`src/pcr_pkg.sv`:
```
// Package: shared constants and types of the rectangle polygon clipper.
`timescale 1ns / 1ps
package pcr_pkg;

  // Configuration register indexes.
  localparam int unsigned CfgIdxBits = 3;
  localparam logic [CfgIdxBits-1:0] REG_X_MIN = 3'd0;
  localparam logic [CfgIdxBits-1:0] REG_Y_MIN = 3'd1;
  localparam logic [CfgIdxBits-1:0] REG_X_MAX = 3'd2;
  localparam logic [CfgIdxBits-1:0] REG_Y_MAX = 3'd3;

  localparam int NumStages = 4;

  // Window defaults after reset.
  localparam int ResetLow  = 100;
  localparam int ResetHigh = 300;

  // How one clip cell reads its boundary.
  typedef struct packed {
    logic use_y;    // boundary is on the y axis
    logic keep_ge;  // inside means coordinate >= boundary
  } stage_mode_t;

  localparam stage_mode_t MODE_LEFT   = '{use_y: 1'b0, keep_ge: 1'b1};
  localparam stage_mode_t MODE_BOTTOM = '{use_y: 1'b1, keep_ge: 1'b1};
  localparam stage_mode_t MODE_RIGHT  = '{use_y: 1'b0, keep_ge: 1'b0};
  localparam stage_mode_t MODE_TOP    = '{use_y: 1'b1, keep_ge: 1'b0};

endpackage

```
`src/pcr_if.sv`:
```


interface pcr_res_if #(parameter int W = 16);
  logic                valid;
  logic                ready;
  logic signed [W-1:0] out_x;
  logic signed [W-1:0] out_y;
  logic                out_last;
  logic                all_clipped;
  modport source (output valid, out_x, out_y, out_last, all_clipped, input ready);
  modport sink   (input valid, out_x, out_y, out_last, all_clipped, output ready);
endinterface


```
`src/pcr_hold.sv`:
```
// Output hold: delays clipped vertices by one so the last can be marked.
`timescale 1ns / 1ps
module pcr_hold #(
  parameter int W = 16
) (
  input  logic                clk,
  input  logic                rst_n,
  input  logic                i_valid,
  output logic                i_ready,
  input  logic                i_close,
  input  logic signed [W-1:0] i_x,
  input  logic signed [W-1:0] i_y,
  pcr_res_if.source           res
);
  import pcr_pkg::*;

  logic                held_r, ov_r, last_r, empty_r;
  logic signed [W-1:0] hx_r, hy_r, ox_r, oy_r;
  logic                ov_nxt;

  assign i_ready         = !ov_r || res.ready;
  assign res.valid       = ov_r;
  assign res.out_x       = ox_r;
  assign res.out_y       = oy_r;
  assign res.out_last    = last_r;
  assign res.all_clipped = empty_r;

  always_comb begin
    ov_nxt = ov_r && !res.ready;
    if (i_valid && i_ready && (i_close || held_r)) ov_nxt = 1'b1;
  end

  always_ff @(posedge clk) begin
    if (!rst_n) begin
      held_r <= 1'b0;
      ov_r   <= 1'b0;
    end else begin
      ov_r <= ov_nxt;
      if (i_valid && i_ready) begin
        if (i_close) begin
          last_r  <= 1'b1;
          empty_r <= !held_r;
          ox_r    <= held_r ? hx_r : '0;
          oy_r    <= held_r ? hy_r : '0;
          held_r  <= 1'b0;
        end else begin
          if (held_r) begin
            last_r  <= 1'b0;
            empty_r <= 1'b0;
            ox_r    <= hx_r;
            oy_r    <= hy_r;
          end
          hx_r   <= i_x;
          hy_r   <= i_y;
          held_r <= 1'b1;
        end
      end
    end
  end

endmodule

```
`src/flat_wrapper.sv`:
```
// flat-port wrapper written by rule: the top's interface ports become plain ports
module pcr_hold_flat import pcr_pkg::*;
#(
  parameter int W = 16
)
  (clk, rst_n, i_valid, i_ready, i_close, i_x, i_y, res_valid, res_out_x, res_out_y, res_out_last, res_all_clipped, res_ready);
  pcr_res_if #(.W(W)) res_i ();
  input  logic clk;
  input  logic rst_n;
  input  logic i_valid;
  output logic i_ready;
  input  logic i_close;
  input  logic signed [W-1:0] i_x;
  input  logic signed [W-1:0] i_y;
  output wire logic [$bits(res_i.valid)-1:0] res_valid;
  output wire logic [$bits(res_i.out_x)-1:0] res_out_x;
  output wire logic [$bits(res_i.out_y)-1:0] res_out_y;
  output wire logic [$bits(res_i.out_last)-1:0] res_out_last;
  output wire logic [$bits(res_i.all_clipped)-1:0] res_all_clipped;
  input wire logic [$bits(res_i.ready)-1:0] res_ready;
  assign res_valid = res_i.valid;
  assign res_out_x = res_i.out_x;
  assign res_out_y = res_i.out_y;
  assign res_out_last = res_i.out_last;
  assign res_all_clipped = res_i.all_clipped;
  assign res_i.ready = res_ready;
  pcr_hold #(.W(W)) u_core (.clk(clk), .rst_n(rst_n), .i_valid(i_valid), .i_ready(i_ready), .i_close(i_close), .i_x(i_x), .i_y(i_y), .res(res_i));
endmodule
```
`config.mk`:
```
export PLATFORM = sky130hd
export DESIGN_NAME = pcr_hold_flat
export DESIGN_NICKNAME = d
export VERILOG_FILES = /design/src/pcr_pkg.sv /design/src/pcr_if.sv /design/src/pcr_hold.sv /design/src/flat_wrapper.sv
export SDC_FILE = /design/constraint.sdc
export NUM_CORES = 1
export LEC_CHECK = 0
export ABC_AREA = 0
export BUFFER_PORTS_ARGS = -buffer_cell sky130_fd_sc_hd__buf_2
export CAP_MARGIN = 10
export CORE_MARGIN = 8
export CORE_UTILIZATION = 40
export DETAILED_ROUTE_END_ITERATION = 10
export PLACE_DENSITY = 0.65
export RECOVER_POWER = 50
export SYNTH_ARGS = -nofsm -noshare
export SYNTH_HDL_FRONTEND = slang
export SYNTH_SLANG_ARGS = --single-unit
```
`constraint.sdc`:
```
create_clock -name clk -period 7 [get_ports clk]
set_input_delay 1.05 -clock clk [delete_from_list [all_inputs] [get_ports clk]]
set_output_delay 1.05 -clock clk [all_outputs]
set_load 0.005 [all_outputs]
```
---- Word-level counts from Yosys, hierarchy flattened ----
Cells that the tools add are included.
operators by class
  mux-type cells .......................... 10
  reductions and logical operators ........ 11
  bitwise gates (word level) .............. 1
operators by type and width
  kind                 count
  $mux W16             6
  $reduce_and A3 Y1    2
  $mux W1              4
  $logic_and A1 B1 Y1  3
  $logic_not A1 Y1     3
  $logic_or A1 B1 Y1   2
  $reduce_bool A2 Y1   1
  $not A1 Y1           1
storage, ports and cells
  flip-flop bits (word level) ............. 68
  output and inout port bits .............. 36
  word-level logic and storage cells ...... 30
  input port bits ......................... 37

---- Longest topological paths before layout ----
  word-level depth ........................ 5
  gate-level depth with buffers ........... 3

---- Worst setup path before layout ----
No wires, ideal clock.
  path type ............................... input port to flip-flop
  start ................................... input port res_ready
  end ..................................... register u_core.empty_r, in the netlist u_core.res.all_clipped (enable)
  arrival ................................. 2.779 ns
  stages .................................. 3
  path slack .............................. 3.796 ns
  data required time ...................... 6.575 ns
  path buffers ............................ 0
  cells stage by stage .................... nand2b_1 nand3_1 nor2_1
between the ends
  cells in the longest elaborated chain, start to end .. 3
ends and longest elaborated chain
  element                             line                source
  from (decl)                         flat_wrapper.sv:20  input wire logic [$bits(res_i.ready)-1:0] res_ready;
  $logic_or A1 B1 Y1                  pcr_hold.sv:21      assign i_ready = !ov_r || res.ready;
  $logic_and A1 B1 Y1                 pcr_hold.sv:39      if (i_valid && i_ready) begin
  $reduce_and A3 Y1 (no source line)  -
  to (signal assigned)                pcr_hold.sv:42      empty_r <= !held_r;
  to (decl)                           pcr_hold.sv:17      logic held_r, ov_r, last_r, empty_r;
No other way between the ends.
A chain may end at the register's enable or synchronous reset.

---- Final worst setup path ----
  start ................................... input port res_ready
  end ..................................... output port i_ready
between the ends
  cells in the longest elaborated chain, start to end .. 1
ends and longest elaborated chain
  element             line                source
  $logic_or A1 B1 Y1  pcr_hold.sv:21
  to (decl)           flat_wrapper.sv:11  output logic i_ready;
No other way between the ends.

==> metrics.yaml <==
status: "finished clean"
ctsHoldBuffers: 0
rr_endpoint: "u_core.res.out_x[8]$_DFFE_PP_"
power_switching_share_pct: 19.2
power_switching_uw: 152
drv_cap: 0
slew_violations: 0
rr_worst_depth: 3
p_seq_share_pct: 58.5
drt_pass1_iterations: 3
setup_tns_ns: 0
min_from: "u_core.hx_r[0]$_DFFE_PP_"
path_cells: "buf_2, nand2b_1, buf_2"
cts_tree: "built"
vias_per_cell: 4.26
numCtsBuffers: 9
min_period_ns: 2.51
finalClockSkew_ns: 0.00586
yosysWarnings: 0
num_vias: 1172
critPathRequiredTime_ns: 5.95
combinationalPowerShare_pct: 4.7
irDropWorstVdd_mv: 0.112
critical-path-max-stage-delay_ns: 0.17
cts_buffer_depth: 2
crit_path_max_fanout: 4
hp-class: "flop to flop"
die_h_um: 93.5
finalCritPeriodShare_pct: 35.9
cts_resized: 0
finalSetupViolCount: 0
nNetsFinal: 232
slowest_stage: "nand2b_1"
power_density_mw_per_mm2: 270
syn_area_per_cell_sq_um: 20.9
antenna_found_initial: 0
path_class: "input pin to output pin"
ys_ff_latch: 68
end_kind: "output pin"
core_sq_mm: 0.00585
drt-initial-drc-count: 34
grt.met1_usage_pct: 10.7
post_cts_buffers: 0
syn2layout_area_growth_pct: 22.6
fin_ws_ns: 4.49
clkPwrFrac_pct: 36.7
drive_gt1_share_pct: 48.0
syn_inst: 115
grt.met2_usage_pct: 15.3
r2r_start: "u_core.res.valid$_SDFF_PN0_"
first_global_vias: 1310
clock.fmax_mhz: 398
cts.sinks: 68
initial_core_util_pct: 41.0
worstSetupStartpointType: "input pin"
yosysTopAreaCell: "edfxtp_1"
cp_data_arrival_time_ns: 1.46
crit_top_cell: "buf_2"
tightest_slew_ns: 0.966
cp_num_buf_inv: 2
hold_end: "u_core.res.out_x[0]$_DFFE_PP_"
hold_depth: 1
grt_pass1_wl_um: 6440
synth_top_area_share_pct: 82.5
grt.busiest_layer: "met2"
syn-num-nets: 152
power.leakage_uw: 0.00109
cts_max_level: 3
antenna_cells: 0
wirelength_um: 4050
yosysSeqAreaShare_pct: 84.2
grt_use_met3_pct: 4.49
reg2reg_setup_slack_ns: 5.20
dp_hpwl_um: 2750
grt_use_total_pct: 10.1
pin_count: 73
path_clk_slew_ns: 0.07
post-place-ws_ns: 4.30
placedCellCount: 259
grt_max_degree: 35
ant_nets: 0
post-route-drc-count: 0
wl_per_cell_um: 14.7
cts_root_buf: "clkbuf_8"
io_buffers: 72
synth_cell_type_count: 15
timing.hold.ws_ns: 0.528
gp_congestion: 0.674
p_int_uw: 643
hold_violations: 0
die_w_um: 93.5
synthesis.area_sq_mm: 0.00240
grt_setup_unrepaired: "false"
max_slew_margin_pct: 35.6
yosys-top-cells-area: "edfxtp_1 (83%), and2_4 (11%), dfxtp_1 (1.7%), buf_6 (1.4%), and2_2 (0.94%)"
fin_cells: 275
rows: 28
clock_latency_ns: 0.33
critPathTopFamily: "buffers and inverters"
die_area_sq_mm: 0.00874
gr-total-overflow: 0
sequential cells by signal, summed over array words and instances, names as in the netlist:
register / count
u_core.res.all_clipped: 1
u_core.hx_r: 16
u_core.res.valid: 1
u_core.res.out_last: 1
u_core.res.out_y: 16
u_core.hy_r: 16
u_core.held_r: 1
u_core.res.out_x: 16
layer usage:
metal / up-vias / wire length (um)
met5: - / 0
met4: 0 / 89
met3: 7 / 321
met2: 41 / 1970
met1: 547 / 1660
li1: 577 / -
cells in the mapped netlist:
cell and instances:
a21boi_0 1, a21oi_1 1, and2_2 3, and2_4 29, buf_6 3, dfxtp_1 2, edfxtp_1 66, inv_1 1
nand2_1 1, nand2b_1 1, nand2b_4 1, nand3_1 1, nor2_1 3, o21ai_0 1, o21bai_1 1
how the worst max path moves through the flow:
stage                   start                                    to  slack [ns]  cells after the start
CTS                 res_ready                               i_ready        4.48                      3
detailed placement  res_ready         u_core.res.out_x[2]$_DFFE_PP_        4.30                      4
global route        res_ready                               i_ready        4.46                      3
floorplan           res_ready  u_core.res.all_clipped$_SDFFCE_PN0P_        3.80                      3
finish              res_ready                               i_ready        4.49                      3
global placement    res_ready         u_core.res.out_x[7]$_DFFE_PP_        4.36                      4
cell type report:
type | instances | area, sq um
Clock inverter | 3 | 37.5
Tap cell | 75 | 93.8
Fill cell | 518 | 2910
Clock buffer | 13 | 139
Sequential cell | 68 | 2020
Inverter | 1 | 3.75
Multi-Input combinational cell | 43 | 305
Timing Repair Buffer | 72 | 343
cells in the final DEF, fill, tap and decap left out, drive strengths merged:
master  count
a21oi       1
nor2        3
buf        58
and2       32
clkbuf     27
nand2b      2
bufinv      1
nand2       1
inv         1
edfxtp     66
o21ai       1
o21bai      1
a21boi      1
nand3       1
dfxtp       2
clkinv      2
logic make-up after synthesis:
| group | after synthesis | share of synthesized area [%] |
|---|---|---|
| flops | 68 | 84.2 |
| compound gates | 4 | 1.04 |
| buf+inv | 4 | 1.56 |
| simple gates | 39 | 13.2 |
power by group through the flow:
stage / Sequential [uW] / Clock [uW] / Combinational [uW]
finish: 465 / 292 / 37.7
global route: 466 / 320 / 43.0
CTS: 466 / 304 / 46.6
detailed placement: 475 / 0 / 46.6
global placement: 474 / 0 / 45.7
floorplan: 475 / 0 / 25.1
metrics by stage:
step | utilization [%] | instance area, sq um | power (uW)
floorplan | - | 2400 | 500
global placement | 48.5 | 2840 | 520
detailed placement | 48.5 | 2840 | 521
CTS | 51.5 | 3010 | 816
global route | 50.3 | 2940 | 829
finish | 50.3 | 2940 | 795
Power figures use the tool's default switching activity.
