--- src/pcr_pkg.sv ---
// Package: shared constants and types of the rectangle polygon clipper.
`timescale 1ns / 1ps
package pcr_pkg;

  // Configuration register indexes.
  localparam int unsigned CfgIdxBits = 3;
  localparam logic [CfgIdxBits-1:0] REG_X_MIN = 3'd0;
  localparam logic [CfgIdxBits-1:0] REG_Y_MIN = 3'd1;
  localparam logic [CfgIdxBits-1:0] REG_X_MAX = 3'd2;
  localparam logic [CfgIdxBits-1:0] REG_Y_MAX = 3'd3;

  localparam int NumStages = 4;

  // Window defaults after reset.
  localparam int ResetLow  = 100;
  localparam int ResetHigh = 300;

  // How one clip cell reads its boundary.
  typedef struct packed {
    logic use_y;    // boundary is on the y axis
    logic keep_ge;  // inside means coordinate >= boundary
  } stage_mode_t;

  localparam stage_mode_t MODE_LEFT   = '{use_y: 1'b0, keep_ge: 1'b1};
  localparam stage_mode_t MODE_BOTTOM = '{use_y: 1'b1, keep_ge: 1'b1};
  localparam stage_mode_t MODE_RIGHT  = '{use_y: 1'b0, keep_ge: 1'b0};
  localparam stage_mode_t MODE_TOP    = '{use_y: 1'b1, keep_ge: 1'b0};

endpackage

--- src/pcr_cell.sv ---
// Clip cell: clips the vertex stream against one window boundary.
`timescale 1ns / 1ps
module pcr_cell #(
  parameter int W = 16
) (
  input  logic                clk,
  input  logic                rst_n,
  input  pcr_pkg::stage_mode_t mode,
  input  logic signed [W-1:0] bound,
  input  logic                i_valid,
  output logic                i_ready,
  input  logic                i_close,
  input  logic signed [W-1:0] i_x,
  input  logic signed [W-1:0] i_y,
  output logic                o_valid,
  input  logic                o_ready,
  output logic                o_close,
  output logic signed [W-1:0] o_x,
  output logic signed [W-1:0] o_y
);
  import pcr_pkg::*;

  localparam int CntBits = $clog2(W + 2);

  typedef enum logic [2:0] {
    S_IDLE, S_MUL, S_DIV, S_FIX, S_XOUT, S_EOUT, S_COUT
  } state_t;

  state_t              state_r;
  logic                seen_r;
  logic signed [W-1:0] fx_r, fy_r, px_r, py_r, ex_r, ey_r;
  logic                end_in_r, close_r, neg_r;
  logic signed [W:0]   o1_r;
  logic [W:0]          mdob_r, mt_r, mda_r;
  logic [W:0]          rem_r, lo_r;
  logic [CntBits-1:0]  cnt_r;
  logic                oclose_r;
  logic signed [W-1:0] ox_r, oy_r;

  // Edge setup from the start point (previous) and the end point.
  logic signed [W-1:0] e_x, e_y;
  logic                in1, in2;
  logic signed [W:0]   a1, a2, o1, o2, bw, da, tt, dob;
  logic [W:0]          mda, mt, mdob;
  logic                neg;
  logic [2*W+1:0]      prod;
  logic [W+1:0]        rem2;
  logic                ge;
  logic signed [W+2:0] base, base_fix;

  function automatic logic is_in(logic signed [W-1:0] v, logic signed [W-1:0] b,
                                 logic keep_ge);
    is_in = keep_ge ? (v >= b) : (v <= b);
  endfunction

  function automatic logic [W:0] mag(logic signed [W:0] v);
    mag = v[W] ? (W+1)'(-v) : v;
  endfunction

  always_comb begin
    e_x  = i_close ? fx_r : i_x;
    e_y  = i_close ? fy_r : i_y;
    in1  = is_in(mode.use_y ? py_r : px_r, bound, mode.keep_ge);
    in2  = is_in(mode.use_y ? e_y : e_x, bound, mode.keep_ge);
    a1   = (W+1)'(mode.use_y ? py_r : px_r);
    a2   = (W+1)'(mode.use_y ? e_y : e_x);
    o1   = (W+1)'(mode.use_y ? px_r : py_r);
    o2   = (W+1)'(mode.use_y ? e_x : e_y);
    bw   = (W+1)'(bound);
    da   = a2 - a1;
    tt   = bw - a1;
    dob  = o2 - o1;
    mda  = mag(da);
    mt   = mag(tt);
    mdob = mag(dob);
    neg  = (dob[W] != tt[W]) != da[W];
    prod = (2*W+2)'(mdob_r) * (2*W+2)'(mt_r);
    rem2 = {rem_r, lo_r[W]};
    ge   = rem2 >= {1'b0, mda_r};
    base = neg_r ? (W+3)'(o1_r) - $signed({2'b00, lo_r})
                 : (W+3)'(o1_r) + $signed({2'b00, lo_r});
    base_fix = base;
    if (rem_r != '0) begin
      if (!neg_r && base < 0) base_fix = base + (W+3)'(1);
      if (neg_r && base > 0) base_fix = base - (W+3)'(1);
    end
  end

  assign i_ready = (state_r == S_IDLE);
  assign o_valid = (state_r == S_XOUT) || (state_r == S_EOUT) || (state_r == S_COUT);
  assign o_close = oclose_r;
  assign o_x     = ox_r;
  assign o_y     = oy_r;

  always_ff @(posedge clk) begin
    if (!rst_n) begin
      state_r <= S_IDLE;
      seen_r  <= 1'b0;
    end else begin
      unique case (state_r)
        S_IDLE: begin
          if (i_valid) begin
            close_r  <= i_close;
            ex_r     <= e_x;
            ey_r     <= e_y;
            end_in_r <= in2;
            o1_r     <= o1;
            mdob_r   <= mdob;
            mt_r     <= mt;
            mda_r    <= mda;
            neg_r    <= neg;
            if (i_close) begin
              seen_r <= 1'b0;
            end else begin
              px_r <= i_x;
              py_r <= i_y;
              if (!seen_r) begin
                fx_r   <= i_x;
                fy_r   <= i_y;
                seen_r <= 1'b1;
              end
            end
            if (!seen_r) begin
              // First vertex: store only. Close with nothing held: pass on.
              if (i_close) begin
                oclose_r <= 1'b1;
                state_r  <= S_COUT;
              end
            end else if (in1 != in2) begin
              state_r <= S_MUL;
            end else if (in2) begin
              oclose_r <= 1'b0;
              ox_r     <= e_x;
              oy_r     <= e_y;
              state_r  <= S_EOUT;
            end else if (i_close) begin
              oclose_r <= 1'b1;
              state_r  <= S_COUT;
            end
          end
        end
        S_MUL: begin
          rem_r   <= prod[2*W+1:W+1];
          lo_r    <= prod[W:0];
          cnt_r   <= '0;
          state_r <= S_DIV;
        end
        S_DIV: begin
          // Restoring division, one quotient bit per cycle shifted into lo_r.
          rem_r <= ge ? (W+1)'(rem2 - {1'b0, mda_r}) : rem2[W:0];
          lo_r  <= {lo_r[W-1:0], ge};
          cnt_r <= cnt_r + 1'b1;
          if (cnt_r == CntBits'(W)) state_r <= S_FIX;
        end
        S_FIX: begin
          oclose_r <= 1'b0;
          ox_r     <= mode.use_y ? base_fix[W-1:0] : bound;
          oy_r     <= mode.use_y ? bound : base_fix[W-1:0];
          state_r  <= S_XOUT;
        end
        S_XOUT: begin
          if (o_ready) begin
            if (end_in_r) begin
              ox_r    <= ex_r;
              oy_r    <= ey_r;
              state_r <= S_EOUT;
            end else if (close_r) begin
              oclose_r <= 1'b1;
              state_r  <= S_COUT;
            end else begin
              state_r <= S_IDLE;
            end
          end
        end
        S_EOUT: begin
          if (o_ready) begin
            if (close_r) begin
              oclose_r <= 1'b1;
              state_r  <= S_COUT;
            end else begin
              state_r <= S_IDLE;
            end
          end
        end
        S_COUT: begin
          if (o_ready) state_r <= S_IDLE;
        end
        default: state_r <= S_IDLE;
      endcase
    end
  end

endmodule

--- config.mk ---
export PLATFORM = sky130hd
export DESIGN_NAME = pcr_cell
export DESIGN_NICKNAME = d
export VERILOG_FILES = /design/src/pcr_pkg.sv /design/src/pcr_cell.sv
export SDC_FILE = /design/constraint.sdc
export NUM_CORES = 1
export LEC_CHECK = 0
export BUFFER_PORTS_ARGS = -buffer_cell sky130_fd_sc_hd__buf_2
export CORE_MARGIN = 5
export CORE_UTILIZATION = 55
export CTS_CLUSTER_SIZE = 14
export DETAILED_ROUTE_END_ITERATION = 16
export PLACE_DENSITY = 0.72
export SYNTH_ARGS = -nofsm -noshare
export SYNTH_HDL_FRONTEND = slang
export SYNTH_SLANG_ARGS = --single-unit
--- constraint.sdc ---
create_clock -name clk -period 21.4 [get_ports clk]
set_clock_uncertainty 0.15 [all_clocks]
set_input_delay 2.14 -clock clk [delete_from_list [all_inputs] [get_ports clk]]
set_output_delay 2.14 -clock clk [all_outputs]
set_load 0.03 [all_outputs]
* Word level (Yosys, flattened, before mapping) *
Cells that the tools add are included.

operators by class
  multiplexer cells = 60
  $mul = 1
  $lt $le $gt $ge = 7
  equal/unequal tests = 21
  add/subtract/negate cells = 12
  bitwise gates (word level) = 2
  reductions and logical operators = 18

operators with widths
  operator                                                                       number
  16-bit 2-to-1 mux                                                              24
  16-bit one-hot mux with 3 select lines                                         2
  17-bit 2-to-1 mux                                                              5
  17-bit one-hot mux with 2 select lines                                         2
  17-bit negator                                                                 3
  17-bit subtractor                                                              3
  17-bit by 17-bit multiplier with 34-bit output                                 1
  3-bit 2-to-1 mux                                                               11
  16-bit >= comparator                                                           2
  16-bit less-or-equal comparator                                                2
  3-bit one-hot mux with 7 select lines                                          1
  17-bit by 18-bit adder with 19-bit output                                      1
  19-bit by 1-bit > comparator with 1-bit output, second input constant          1
  19-bit by 1-bit less-than comparator with 1-bit output, second input constant  1
  19-bit 2-to-1 mux                                                              1
  17-bit by 18-bit subtractor with 19-bit output                                 1
  18-bit by 17-bit >= comparator with 1-bit output                               1
  17-bit nonzero test                                                            1
  16-bit by 17-bit subtractor with 17-bit output                                 1
  16-bit by 2-bit adder with 16-bit output, second input constant                1
  2-bit inequality test, second input constant                                   8
  16-bit by 2-bit subtractor with 16-bit output, second input constant           1
  1-bit 2-to-1 mux                                                               12
  5-bit one-hot mux with 2 select lines                                          1
  other kinds (23)                                                               34

storage, ports and cells
  word-level logic and storage cells = 145
  output and inout port bits = 35
  bits of input ports = 55
  flip-flop bits (word level) = 243

* Logic depth before layout (Yosys ltp) *
  depth in word-level cells = 9
  depth in mapped cells = 26

* Worst setup path before layout *
No wires, ideal clock.

  path type = input port to flip-flop
  start = input port mode[1] in the netlist's numbering
  end = register ox_r[0] (netlist: o_x[0]) (enable)
  buffers on the path = 3
  setup slack = 13.583 ns
  data arrival time = 7.226 ns
  cell stages on the path = 17
  library setup time = 0.441 ns
  cells stage by stage = clkbuf_1 clkbuf_1 clkbuf_1 mux2i_1 inv_1 ha_1 nor2b_1 o21ai_0 nand2b_1 a21oi_1 o21ai_0 a2111oi_0 xor2_1 o31ai_1 nor3b_1 nand2_1 a31oi_1

on the way
  word-level cells in the longest chain between the ends = 6
  elaborated cells on any way between the ends = 12

RTL lines
  item                                                                     RTL line                        source
  start, declared                                                          pcr_cell.sv:8                   input pcr_pkg::stage_mode_t mode,
  16-bit 2-to-1 mux (on tied branches)                                     pcr_cell.sv:63, pcr_cell.sv:64
  16-bit less-or-equal comparator or 16-bit >= comparator (tied branches)  pcr_cell.sv:53                  is_in = keep_ge ? (v >= b) : (v <= b);
  1-bit 2-to-1 mux                                                         pcr_cell.sv:53
  1-bit inequality test                                                    pcr_cell.sv:129                 end else if (in1 != in2) begin
  2-bit inequality test (no source line)                                   --
  8-bit AND reduction (no source line) (*)                                 --
  end signal, assigned                                                     pcr_cell.sv:157                 ox_r <= mode.use_y ? base_fix[W-1:0] : bound;
  end signal, assigned                                                     pcr_cell.sv:164                 ox_r <= ex_r;
  end, declared                                                            pcr_cell.sv:38                  logic signed [W-1:0] ox_r, oy_r;

Mark *: on every way between the ends. The rest lies on a longest branch, timed or not.
A chain may end at the register's enable or synchronous reset.

* Final worst setup path *
  start = register mdob_r[12]
  end = register rem_r[16] (data pin)

on the way
  word-level cells in the longest chain between the ends = 2

RTL lines
  item                                            RTL line         source
  start, declared                                 pcr_cell.sv:34   logic [W:0] mdob_r, mt_r, mda_r;
  start signal, assigned                          pcr_cell.sv:108  mdob_r <= mdob;
  17-bit by 17-bit multiplier with 34-bit output  pcr_cell.sv:77   prod = (2*W+2)'(mdob_r) * (2*W+2)'(mt_r);
  17-bit one-hot mux with 2 select lines          pcr_cell.sv:100  unique case (state_r)
  end signal, assigned                            pcr_cell.sv:143  rem_r <= prod[2*W+1:W+1];
  end signal, assigned                            pcr_cell.sv:150  rem_r <= ge ? (W+1)'(rem2 - {1'b0, mda_r}) : rem2[W:0];
  end, declared                                   pcr_cell.sv:35   logic [W:0] rem_r, lo_r;

No other way between the ends.

==> flow_metrics.py <==
metrics = {
    "timing": {
        "setup_violations": 0,
        "finalSetupTns_ns": 0,
        "fin_crit_sh": 0.358,
        "whs_ns": 0.439,
        "min_period_ns": 7.65,
        "max-slew-margin-rel": 0.158,
        "final-hold-violation-count": 0,
        "rsz0062_at_grt": "no",
        "fmax_mhz": 131,
        "finalMaxSlewViolations": 0,
        "worstMarginPinSlew_ns": 1.26,
        "worst_slack_ns": 13.75,
    },
    "finish": {
        "nets": 3355,
        "fin_area_um2": 28300,
        "syn_to_final_growth_pct": 7.30,
        "insertedDiodeCount": 0,
        "drive_above_1_share": 0.0868,
    },
    "critical_path": {
        "reg2regPathDepth": 21,
        "end_kind": "flop",
        "r2r_start": "mdob_r[12]$_DFFE_PP_",
        "regToRegSetupSlack_ns": 13.75,
        "cp-start-kind": "flop",
        "path_max_fanout": 17,
        "rr_endpoint": "rem_r[16]$_DFFE_PP_",
        "crit_arrival_ns": 7.81,
        "criticalPathCategory": "flop to flop",
        "critPathRequiredTime_ns": 21.56,
    },
    "synth": {
        "synth_cell_type_count": 84,
        "synth_edf_count": 238,
        "yosysWarnings": 0,
        "syn_area_per_cell_um2": 9.43,
        "ys_top_cells_by_area": "edfxtp_1, fa_1, ha_1",
        "synth_flop_cell": "edfxtp_1",
        "synth_top_area_share": 0.271,
        "synth-async-reset-ratio": 0,
        "ys_top_cells_by_count": "inv_1, nand2_1, edfxtp_1, ha_1, fa_1",
        "yosysSeqAreaShare": 0.274,
        "syn-instance-count": 2802,
        "synth_largest_area_cell": "edfxtp_1",
        "synth_fp_nets": 3318,
        "netlist_area_um2": 26400,
        "ys_ff_latch": 242,
        "synth_most_common_cell": "inv_1",
    },
    "floorplanning": {
        "ios": 90,
        "die-area_um2": 52500,
        "die_w_um": 229,
        "core-area_um2": 47600,
        "start_util": 0.554,
        "die_h_um": 229,
        "rows": 80,
    },
    "hold_path": {
        "holdPathEnd": "o_y[15]$_DFFE_PP_",
        "min_path_type": "flop to flop",
        "hold_depth": 2,
        "hold_start": "ey_r[15]$_DFFE_PP_",
    },
    "routing": {
        "routedWlPerCell_um": 20.8,
        "routed_wirelength_mm": 72.1,
        "first_pass_iters": 6,
        "drc": 0,
        "via_per_inst": 5.95,
        "dr_total_vias": 20700,
        "ant_nets": 0,
        "first_iter_violations": 1834,
    },
    "clock_network": {
        "worst_skew_pair.late_latency_ns": 0.59,
        "htreeDepth": 1,
        "cts-root-buf": "clkbuf_16",
        "clk_pin_slew_ns": 0.06,
        "cts_hold_buf": 0,
        "cts_max_path_buffers": 3,
        "post_cts_buffers": 0,
        "cts_resized": 0,
        "clock_sinks": 242,
        "cts_made_buffers": 28,
        "cts_tree": "built",
    },
    "placement": {
        "port_buffers": 89,
        "dp_hpwl_mm": 57.7,
        "dpl-instance-area_um2": 27400,
        "place.gp.congestion": 0.975,
        "dp_slack_ns": 13.74,
    },
    "global_routing": {
        "grt_pass1_vias": 20700,
        "grt_pass1_wl_mm": 114,
        "grt_overflow": 0,
        "track_usage": 0.270,
        "antenna_found_initial": 1,
        "grt_max_degree": 89,
    },
    "job": {
        "cap_violations": 0,
    },
    "status": {
        "status": "finished clean",
    },
}
[per-layer routing]
layer	GRT usage	vias up	routed length, µm
li1	-	9559	-
met1	0.379	10200	30800
met2	0.440	779	33100
met3	0.0369	147	5600
met4	0.0833	0	2590
met5	0	-	0
[sequential cells by signal (all words and copies together) (netlist names), 17 cells and up]
register and count:
lo_r 17, mda_r 17, mdob_r 17, mt_r 17, rem_r 17
[worst max-delay path: stages (launching register included)]
cell and delay (ns):
edfxtp_1 0.88, nand2_1 0.21, fa_1 0.62, fa_1 0.44
fa_1 0.51, inv_1 0.05, fa_1 0.46, fa_1 0.56
inv_1 0.06, fa_1 0.53, inv_1 0.04, ha_1 0.38
and4_1 0.26, o21ai_0 0.10, o21ai_0 0.86, a41o_1 0.32
nand2_1 0.08, o21ai_0 0.33, or4_1 0.18, a31oi_1 0.09
xnor2_1 0.14, a21oi_1 0.09
[cells by family (layout without fill, tap and decap cells)]
family	Yosys count	in the layout	synth area share
flip-flops	242	242	0.274
XOR/XNOR	167	167	0.0554
AND/OR/NAND/NOR	813	813	0.151
AO/OA/AOI/OAI	521	521	0.128
multiplexers	87	87	0.0352
buffers and inverters	511	567	0.0735
adder cells (fa/ha/maj)	461	461	0.283
[cell type report]
class | instances | area (µm²)
clock inverter | 20 | 239
timing repair buffer | 103 | 551
multi-input combinational | 2049 | 17300
sequential | 242 | 7230
tap | 615 | 769
clock buffer | 29 | 704
inverter | 415 | 1560
fill | 4108 | 19300
[through the flow]
stage	std cells	util
CTS	3473	0.595
finish	3473	0.595
floorplan	2802	-
detailed placement	3424	0.575
global route	3473	0.595
global placement	3424	0.575
[placed cells by master (no fill, tap or decap), types with 23 or more instances in the layout]
cell and instances:
o21a_1 24, mux2_2 48, inv_1 414, xnor2_1 106
nand3_1 30, and2_1 134, clkbuf_16 28, edfxtp_1 238
o21ai_0 89, ha_1 232, fa_1 229, a21oi_1 165
nand2b_1 23, nor2_1 175, xor2_1 61, mux2i_1 39
buf_2 89, a211oi_1 24, a21o_1 41, nor3_1 37
a31oi_1 24, nand2_1 282
[how the worst max path moves through the flow]
stage	cells after the start	from	to	slack, ns
floorplan	17	mode[1]	o_x[0]$_DFFE_PP_	13.58
global placement	23	mt_r[6]$_DFFE_PP_	rem_r[16]$_DFFE_PP_	13.91
detailed placement	21	mdob_r[13]$_DFFE_PP_	rem_r[16]$_DFFE_PP_	13.74
CTS	21	mdob_r[13]$_DFFE_PP_	rem_r[16]$_DFFE_PP_	13.74
global route	22	mdob_r[10]$_DFFE_PP_	rem_r[16]$_DFFE_PP_	13.27
finish	21	mdob_r[12]$_DFFE_PP_	rem_r[16]$_DFFE_PP_	13.75
Power is not shown: default switching activity piles up to over one toggle a cycle in this logic, so the estimate is an artifact.
